## config.mk

```make
export PLATFORM = sky130hd
export DESIGN_NAME = multilevel_priority_queue_unit
export DESIGN_NICKNAME = d
export VERILOG_FILES = /design/src/rtl/mpq_pkg.sv /design/src/rtl/mpq_store.sv /design/src/rtl/mpq_ctrl.sv /design/src/rtl/multilevel_priority_queue_unit.sv
export SDC_FILE = /design/constraint.sdc
export NUM_CORES = 1
export LEC_CHECK = 0
export BUFFER_PORTS_ARGS = -buffer_cell sky130_fd_sc_hd__buf_2
export CORE_ASPECT_RATIO = 0.7
export CORE_UTILIZATION = 40
export CTS_CLUSTER_DIAMETER = 120
export DETAILED_ROUTE_END_ITERATION = 7
export MAX_ROUTING_LAYER = met4
export PLACE_DENSITY_LB_ADDON = 0.12
export SLEW_MARGIN = 40
export SYNTH_ARGS = -nofsm -noshare
export SYNTH_HDL_FRONTEND = slang
export SYNTH_SLANG_ARGS = --single-unit
```

## constraint.sdc

```tcl
create_clock -name clk_i -period 7.37 [get_ports clk_i]
set_input_delay 0.3685 -clock clk_i [delete_from_list [all_inputs] [get_ports clk_i]]
set_output_delay 0.3685 -clock clk_i [all_outputs]
set_load 0.02 [all_outputs]
```

## src/rtl/mpq_pkg.sv

```systemverilog
package mpq_pkg;

  localparam int unsigned FieldTagW = 16;
  localparam int unsigned FieldLvlW = 3;

  typedef enum logic {
    OP_ENQ = 1'b0,
    OP_DEQ = 1'b1
  } op_e;

  typedef enum logic [1:0] {
    ST_OK      = 2'd0,
    ST_FULL    = 2'd1,
    ST_EMPTY   = 2'd2,
    ST_BAD_PRI = 2'd3
  } status_e;

  typedef struct packed {
    status_e                status;
    logic [FieldLvlW-1:0]   level;
    logic                   all_empty;
    logic                   deq_ok;
  } resp_t;

endpackage

```

## src/rtl/mpq_store.sv

```systemverilog
module mpq_store #(
  parameter int unsigned ADDR_W = 6,
  parameter int unsigned DATA_W = 16
) (
  input  logic              clk_i,
  input  logic              wr_en_i,
  input  logic [ADDR_W-1:0] wr_addr_i,
  input  logic [DATA_W-1:0] wr_data_i,
  input  logic              rd_en_i,
  input  logic [ADDR_W-1:0] rd_addr_i,
  output logic [DATA_W-1:0] rd_data_o
);

  localparam int unsigned Depth = 1 << ADDR_W;

  logic [DATA_W-1:0] mem [Depth];
  logic [DATA_W-1:0] rd_data_q;

  always_ff @(posedge clk_i) begin
    if (wr_en_i) begin
      mem[wr_addr_i] <= wr_data_i;
    end
  end

  always_ff @(posedge clk_i) begin
    if (rd_en_i) begin
      rd_data_q <= mem[rd_addr_i];
    end
  end

  assign rd_data_o = rd_data_q;

endmodule

```

## src/rtl/mpq_ctrl.sv

```systemverilog
module mpq_ctrl #(
  parameter int unsigned NUM_LEVELS  = 4,
  parameter int unsigned LEVEL_DEPTH = 16,
  parameter int unsigned ADDR_W      = 6
) (
  input  logic                               clk_i,
  input  logic                               rst_ni,
  input  logic                               accept_i,
  input  mpq_pkg::op_e                       op_i,
  input  logic [mpq_pkg::FieldLvlW-1:0]      level_i,
  output logic                               wr_en_o,
  output logic [ADDR_W-1:0]                  wr_addr_o,
  output logic                               rd_en_o,
  output logic [ADDR_W-1:0]                  rd_addr_o,
  output logic                               resp_valid_o,
  output mpq_pkg::resp_t                     resp_o
);

  import mpq_pkg::*;

  localparam int unsigned LvlW = (NUM_LEVELS > 1) ? $clog2(NUM_LEVELS) : 1;
  localparam int unsigned PtrW = $clog2(LEVEL_DEPTH);
  localparam int unsigned CntW = $clog2(LEVEL_DEPTH + 1);

  logic [CntW-1:0] count_q [NUM_LEVELS];
  logic [CntW-1:0] count_d [NUM_LEVELS];
  logic [PtrW-1:0] head_q  [NUM_LEVELS];
  logic [PtrW-1:0] head_d  [NUM_LEVELS];

  logic                 resp_valid_q;
  resp_t                resp_q;
  resp_t                resp_d;

  logic                 lvl_ok;
  logic [FieldLvlW-1:0] lvl_m1;
  logic [LvlW-1:0]      enq_idx;
  logic                 enq_full;
  logic [PtrW:0]        slot_sum;
  logic [PtrW-1:0]      enq_slot;
  logic                 any_held;
  logic [LvlW-1:0]      deq_idx;
  logic [PtrW-1:0]      deq_head;
  logic                 empty_after;

  always_comb begin
    lvl_m1   = level_i - FieldLvlW'(1);
    lvl_ok   = (level_i != '0) && (32'(level_i) <= NUM_LEVELS);
    enq_idx  = LvlW'(32'(lvl_m1));
    enq_full = 32'(count_q[enq_idx]) >= LEVEL_DEPTH;
    slot_sum = (PtrW + 1)'(32'(head_q[enq_idx]) + 32'(count_q[enq_idx]));
    if (32'(slot_sum) >= LEVEL_DEPTH) begin
      enq_slot = PtrW'(32'(slot_sum) - LEVEL_DEPTH);
    end else begin
      enq_slot = slot_sum[PtrW-1:0];
    end
  end

  // highest non-empty level
  always_comb begin
    any_held = 1'b0;
    deq_idx  = '0;
    for (int i = 0; i < NUM_LEVELS; i++) begin
      if (count_q[i] != '0) begin
        any_held = 1'b1;
        deq_idx  = LvlW'(i);
      end
    end
    deq_head = head_q[deq_idx];
  end

  always_comb begin
    for (int i = 0; i < NUM_LEVELS; i++) begin
      count_d[i] = count_q[i];
      head_d[i]  = head_q[i];
    end
    wr_en_o   = 1'b0;
    rd_en_o   = 1'b0;
    wr_addr_o = ADDR_W'({enq_idx, enq_slot});
    rd_addr_o = ADDR_W'({deq_idx, deq_head});
    resp_d    = '{status: ST_OK, level: '0, all_empty: 1'b0, deq_ok: 1'b0};

    case (op_i)
      OP_ENQ: begin
        if (!lvl_ok) begin
          resp_d.status = ST_BAD_PRI;
        end else if (enq_full) begin
          resp_d.status = ST_FULL;
        end else begin
          wr_en_o          = accept_i;
          count_d[enq_idx] = count_q[enq_idx] + CntW'(1);
        end
      end
      OP_DEQ: begin
        if (!any_held) begin
          resp_d.status = ST_EMPTY;
        end else begin
          rd_en_o          = accept_i;
          resp_d.deq_ok    = 1'b1;
          resp_d.level     = FieldLvlW'(32'(deq_idx) + 1);
          count_d[deq_idx] = count_q[deq_idx] - CntW'(1);
          if (32'(deq_head) == LEVEL_DEPTH - 1) begin
            head_d[deq_idx] = '0;
          end else begin
            head_d[deq_idx] = deq_head + PtrW'(1);
          end
        end
      end
      default: begin
        resp_d.status = ST_OK;
      end
    endcase

    empty_after = 1'b1;
    for (int i = 0; i < NUM_LEVELS; i++) begin
      if (count_d[i] != '0) begin
        empty_after = 1'b0;
      end
    end
    resp_d.all_empty = empty_after;
  end

  always_ff @(posedge clk_i or negedge rst_ni) begin
    if (!rst_ni) begin
      resp_valid_q <= 1'b0;
      for (int i = 0; i < NUM_LEVELS; i++) begin
        count_q[i] <= '0;
        head_q[i]  <= '0;
      end
    end else begin
      resp_valid_q <= accept_i;
      if (accept_i) begin
        for (int i = 0; i < NUM_LEVELS; i++) begin
          count_q[i] <= count_d[i];
          head_q[i]  <= head_d[i];
        end
      end
    end
  end

  always_ff @(posedge clk_i) begin
    if (accept_i) begin
      resp_q <= resp_d;
    end
  end

  assign resp_valid_o = resp_valid_q;
  assign resp_o       = resp_q;

endmodule

```

## src/rtl/multilevel_priority_queue_unit.sv

```systemverilog
// channel   direction  ports                                   beat marker
// command   in         op_i, level_i, entry_tag_i              start_i && !busy_o
// result    out        status_o, out_tag_o, out_level_o,       done_o
//                      all_empty_o
//
// one beat per cycle: busy_o stays low and a command may follow in the next cycle
// the result of a beat shows on done_o in the cycle after it is taken
// counts and heads sit in flops, tags in a memory with a registered read port
// reset clears every level count and head; stored tags need no clearing
// the receiver cannot stall: each result stands for exactly one cycle
module multilevel_priority_queue_unit #(
  parameter int unsigned NUM_LEVELS  = 4,
  parameter int unsigned LEVEL_DEPTH = 16,
  parameter int unsigned TAG_BITS    = 16
) (
  input  logic                               clk_i,
  input  logic                               rst_ni,
  input  logic                               start_i,
  output logic                               busy_o,
  input  logic                               op_i,
  input  logic [mpq_pkg::FieldLvlW-1:0]      level_i,
  input  logic [mpq_pkg::FieldTagW-1:0]      entry_tag_i,
  output logic                               done_o,
  output logic [1:0]                         status_o,
  output logic [mpq_pkg::FieldTagW-1:0]      out_tag_o,
  output logic [mpq_pkg::FieldLvlW-1:0]      out_level_o,
  output logic                               all_empty_o
);

  import mpq_pkg::*;

  localparam int unsigned LvlW  = (NUM_LEVELS > 1) ? $clog2(NUM_LEVELS) : 1;
  localparam int unsigned PtrW  = $clog2(LEVEL_DEPTH);
  localparam int unsigned AddrW = LvlW + PtrW;

  logic                accept;
  logic                wr_en;
  logic [AddrW-1:0]    wr_addr;
  logic                rd_en;
  logic [AddrW-1:0]    rd_addr;
  logic [TAG_BITS-1:0] rd_data;
  logic                resp_valid;
  resp_t               resp;
  op_e                 op;

  assign busy_o = 1'b0;
  assign accept = start_i && !busy_o;
  assign op     = op_e'(op_i);

  mpq_ctrl #(
    .NUM_LEVELS  (NUM_LEVELS),
    .LEVEL_DEPTH (LEVEL_DEPTH),
    .ADDR_W      (AddrW)
  ) u_ctrl (
    .clk_i        (clk_i),
    .rst_ni       (rst_ni),
    .accept_i     (accept),
    .op_i         (op),
    .level_i      (level_i),
    .wr_en_o      (wr_en),
    .wr_addr_o    (wr_addr),
    .rd_en_o      (rd_en),
    .rd_addr_o    (rd_addr),
    .resp_valid_o (resp_valid),
    .resp_o       (resp)
  );

  mpq_store #(
    .ADDR_W (AddrW),
    .DATA_W (TAG_BITS)
  ) u_store (
    .clk_i     (clk_i),
    .wr_en_i   (wr_en),
    .wr_addr_i (wr_addr),
    .wr_data_i (TAG_BITS'(entry_tag_i)),
    .rd_en_i   (rd_en),
    .rd_addr_i (rd_addr),
    .rd_data_o (rd_data)
  );

  assign done_o      = resp_valid;
  assign status_o    = resp.status;
  assign out_level_o = resp.level;
  assign all_empty_o = resp.all_empty;
  assign out_tag_o   = resp.deq_ok ? FieldTagW'(rd_data) : '0;

endmodule

```

==> metrics.txt <==
status=completed; Synth Flop Type=edfxtp_1; DIE AREA=around 0.11 sq mm; clock slew at reported path FFs=about 0.060 ns; I/O Buffers=45; # setup viols final=0; vias in the first global route=around 26,000; Die W=around 400 um; Sw Pwr=~7100 uW; post-synth net total=roughly 3,200; Final ANT Viol Nets=0; Distinct cells, synth=just under 80; Synth Warn #=0; layout cells sized above 1=0.118; setup TNS=0 ns; cell taking the most area after synthesis=edfxtp_1; Final nets=approximately 3,300; number of H-tree levels=3; share of the synthesized area in the top cell type=0.713; Avg WL per Cell=around 29 um; Rows=just over 100; kind of critical path=flop to flop; largest net degree at the start of global routing=between 100 and 150; aggregate global-route resource usage=0.256; initial antenna violation count=3; Max stage delay on crit path=approximately 0.85 ns; RSZ-0062 raised after global routing=false; arrival time worst endpoint=~6 ns; CP cell instances=inv_1 > nand4_2 > clkinv_1 > nand3_1 > nand2_4 > inv_8 > buf_4 > mux2i_1 > mux2i_1 > a2111oi_1 > nor3_1 > o22a_1; die boundary height=between 200 and 300 um; Final Hold Fails=0; clock power share=0.282; root buffer cell=clkbuf_16; Num CTS Buffers=around 110; CTS tree=built; DRT iter0 DRCs=between 3,000 and 4,000; Req. time, crit path=roughly 8 ns; Max Cap Viol=0; Post-synth EDFFs=1,047; top cells by area, synth=edfxtp_1, nand2_1, mux2i_1, a21oi_1, dfrtp_1; drt total wl=139,000 um; slowest CP cell=a2111oi_1; routability cong.=approximately 0.95; Worst-Skew Late Latency=0.71 ns; Pleak=roughly 0.017 uW; Worst setup EP type=flop; Seq/Total Area, Yosys=0.734; fin crit period=5.72 ns; Pwr Density=376 mW/mm^2; switching share of power=0.379; f_max=between 0.15 and 0.2 GHz; worst-margin pin slew=between 0.9 and 1 ns; DRC=0; P_int=~12,000 uW; Flop pwr share=0.378; CTS sink count=between 1,000 and 1,500; first-pass GRT wire length=a little under 200,000 um; Post-synth ARST share=0.0341; syn_area_per_cell=13.8 sq um; GRT overflow=0; area growth from synthesis to layout=13.4%; worst clock skew=~0.038 ns; drt first pass iters=5; Starting Density=0.405; Slew Viols, Final=0; final core utilization=0.460; CTS Buffer Depth=3; most used cell, CP=mux2i_1; I/O pins=47; HP Class=input port to asynchronous set/reset pin; post-CTS resize count=0; via count=27,900; Slew headroom=0.353; via/cell ratio=slightly below 6; Core Area=0.109 sq mm; Combinational Power Share=0.340; mapped cell area=around 0.044 sq mm; synthesized netlist cell count=approximately 3,200; Worst VDD drop=0.267 mV; final period utilization=0.776; FF+latch count, synth=1,084; Final HPWL DP=82,300 um; CP Launch Type=flop; critical path peak fanout=between 50 and 60
## cells in the final DEF (no fill, tap or decap), drive strengths merged, types with 3 or more instances in the layout
| master | count |
|---|---|
| o221ai | 15 |
| o211ai | 5 |
| o22a | 16 |
| a22oi | 83 |
| o221a | 3 |
| o22ai | 5 |
| a221oi | 8 |
| a211oi | 8 |
| clkinvlp | 3 |
| buf | 185 |
| nor2 | 101 |
| nand3 | 102 |
| dfrtp | 37 |
| a31oi | 21 |
| ha | 15 |
| and2 | 23 |
| bufinv | 8 |
| or4 | 3 |
| inv | 18 |
| clkinv | 41 |
| clkbuf | 133 |
| o21ai | 37 |
| xor2 | 4 |
| a21oi | 336 |
| nor4 | 5 |
| nor3 | 71 |
| or2 | 5 |
| mux4 | 9 |
| nand2 | 706 |
| a2111oi | 95 |
| mux2i | 169 |
| nand4 | 3 |
| mux2 | 10 |
| xnor2 | 9 |
| edfxtp | 1047 |
## stage by stage
step	cells	power, uW	setup slack (ns)	cell area [sq um]	hold WS [ns]
2_1_floorplan	3197	10900	3.45	44100	0.0729
3_3_place_gp	4621	13400	1.31	46400	0.489
3_5_place_dp	4626	13500	1.64	46600	0.386
4_1_cts	4811	18800	1.62	49900	0.156
5_1_grt	4813	19600	1.39	50000	0.146
6_report	4815	18800	1.65	50000	0.182
## final timing paths
kind	startpoint	endpoint	slack (ns)	cells after the start
max	u_ctrl.count_q[4]	u_store.rd_data_o[13]	1.65	12
min	rst_ni	u_ctrl.count_q[12]	0.18	2
max reg2reg	u_ctrl.count_q[4]	u_store.rd_data_o[13]	1.65	12
min reg2reg	u_ctrl.head_q[15]	u_ctrl.head_q[15]	0.50	2
max in group asynchronous	rst_ni	u_ctrl.resp_valid_o	6.82	2
min in group clk_i	entry_tag_i[0]	u_store.mem[58][0]	0.19	2
## synth_stat cells, drive strengths merged (10+ instances only)
library cell and count:
clkbuf 114, a2111oi 95, nor2 101, edfxtp 1047
o21ai 37, and2 23, ha 15, mux2i 169
nor3 71, a31oi 21, dfrtp 37, buf 84
mux2 10, nand3 102, a21oi 336, a22oi 83
inv 17, o22a 16, o221ai 15, nand2 706
## area by class of cell
class | instances | area [sq um]
clock inverter | 51 | 498
clock buffer | 133 | 2800
inverter | 19 | 86.3
sequential | 1084 | 32400
timing repair buffer | 188 | 1480
multi-input combinational | 1896 | 11000
fill | 9662 | 58800
antenna | 2 | 5.00
tap | 1442 | 1800
## layer usage
metal	track usage	wire [um]	vias up
met5	-	0	-
met4	0.0488	2420	0
met3	0.0507	12500	148
met2	0.352	58400	1297
met1	0.391	65300	14200
li1	-	-	12300
## sequential cells by signal (all words and copies together), names as in the netlist
name,flops
u_ctrl.head_q,16
u_store.rd_data_o,16
u_store.mem,1024
u_ctrl.resp_o,7
u_ctrl.count_q,20
u_ctrl.resp_valid_o,1
## critical path: cells and delay by family, from the launching register on
family / cells / cell delay [ns]
multiplexers: 2 / 0.55
flip-flops: 1 / 0.59
AO/OA/AOI/OAI: 2 / 1.09
AND/OR/NAND/NOR: 4 / 1.26
buffers and inverters: 4 / 1.81
## power groups by stage
stage | clock network, uW | logic (uW) | registers [uW]
floorplan | 0 | 3800 | 7140
global placement | 0 | 6160 | 7240
detailed placement | 0 | 6290 | 7240
CTS | 5380 | 6320 | 7110
global route | 5620 | 6830 | 7120
finish | 5300 | 6390 | 7120
## what timing repair did
item / CTS / global route
buffers inserted: 0 / 0
endpoints found under the setup margin: 0 / 0
hold buffers: 1 / 0
endpoints found under the hold margin: 37 / 0
## cells by family after synthesis
kind of cell	count (synthesis)	share of synthesized area
AOI/OAI and AO/OA	645	0.0931
xor gates and xnor gates	13	0.00258
adders and majority gates	16	0.00471
buffers and inverters	217	0.0215
DFF	1084	0.734
muxes	188	0.0460
other	1	0.0000850
and+or+nand+nor	1033	0.0981
(Power assumes the default switching activity.)
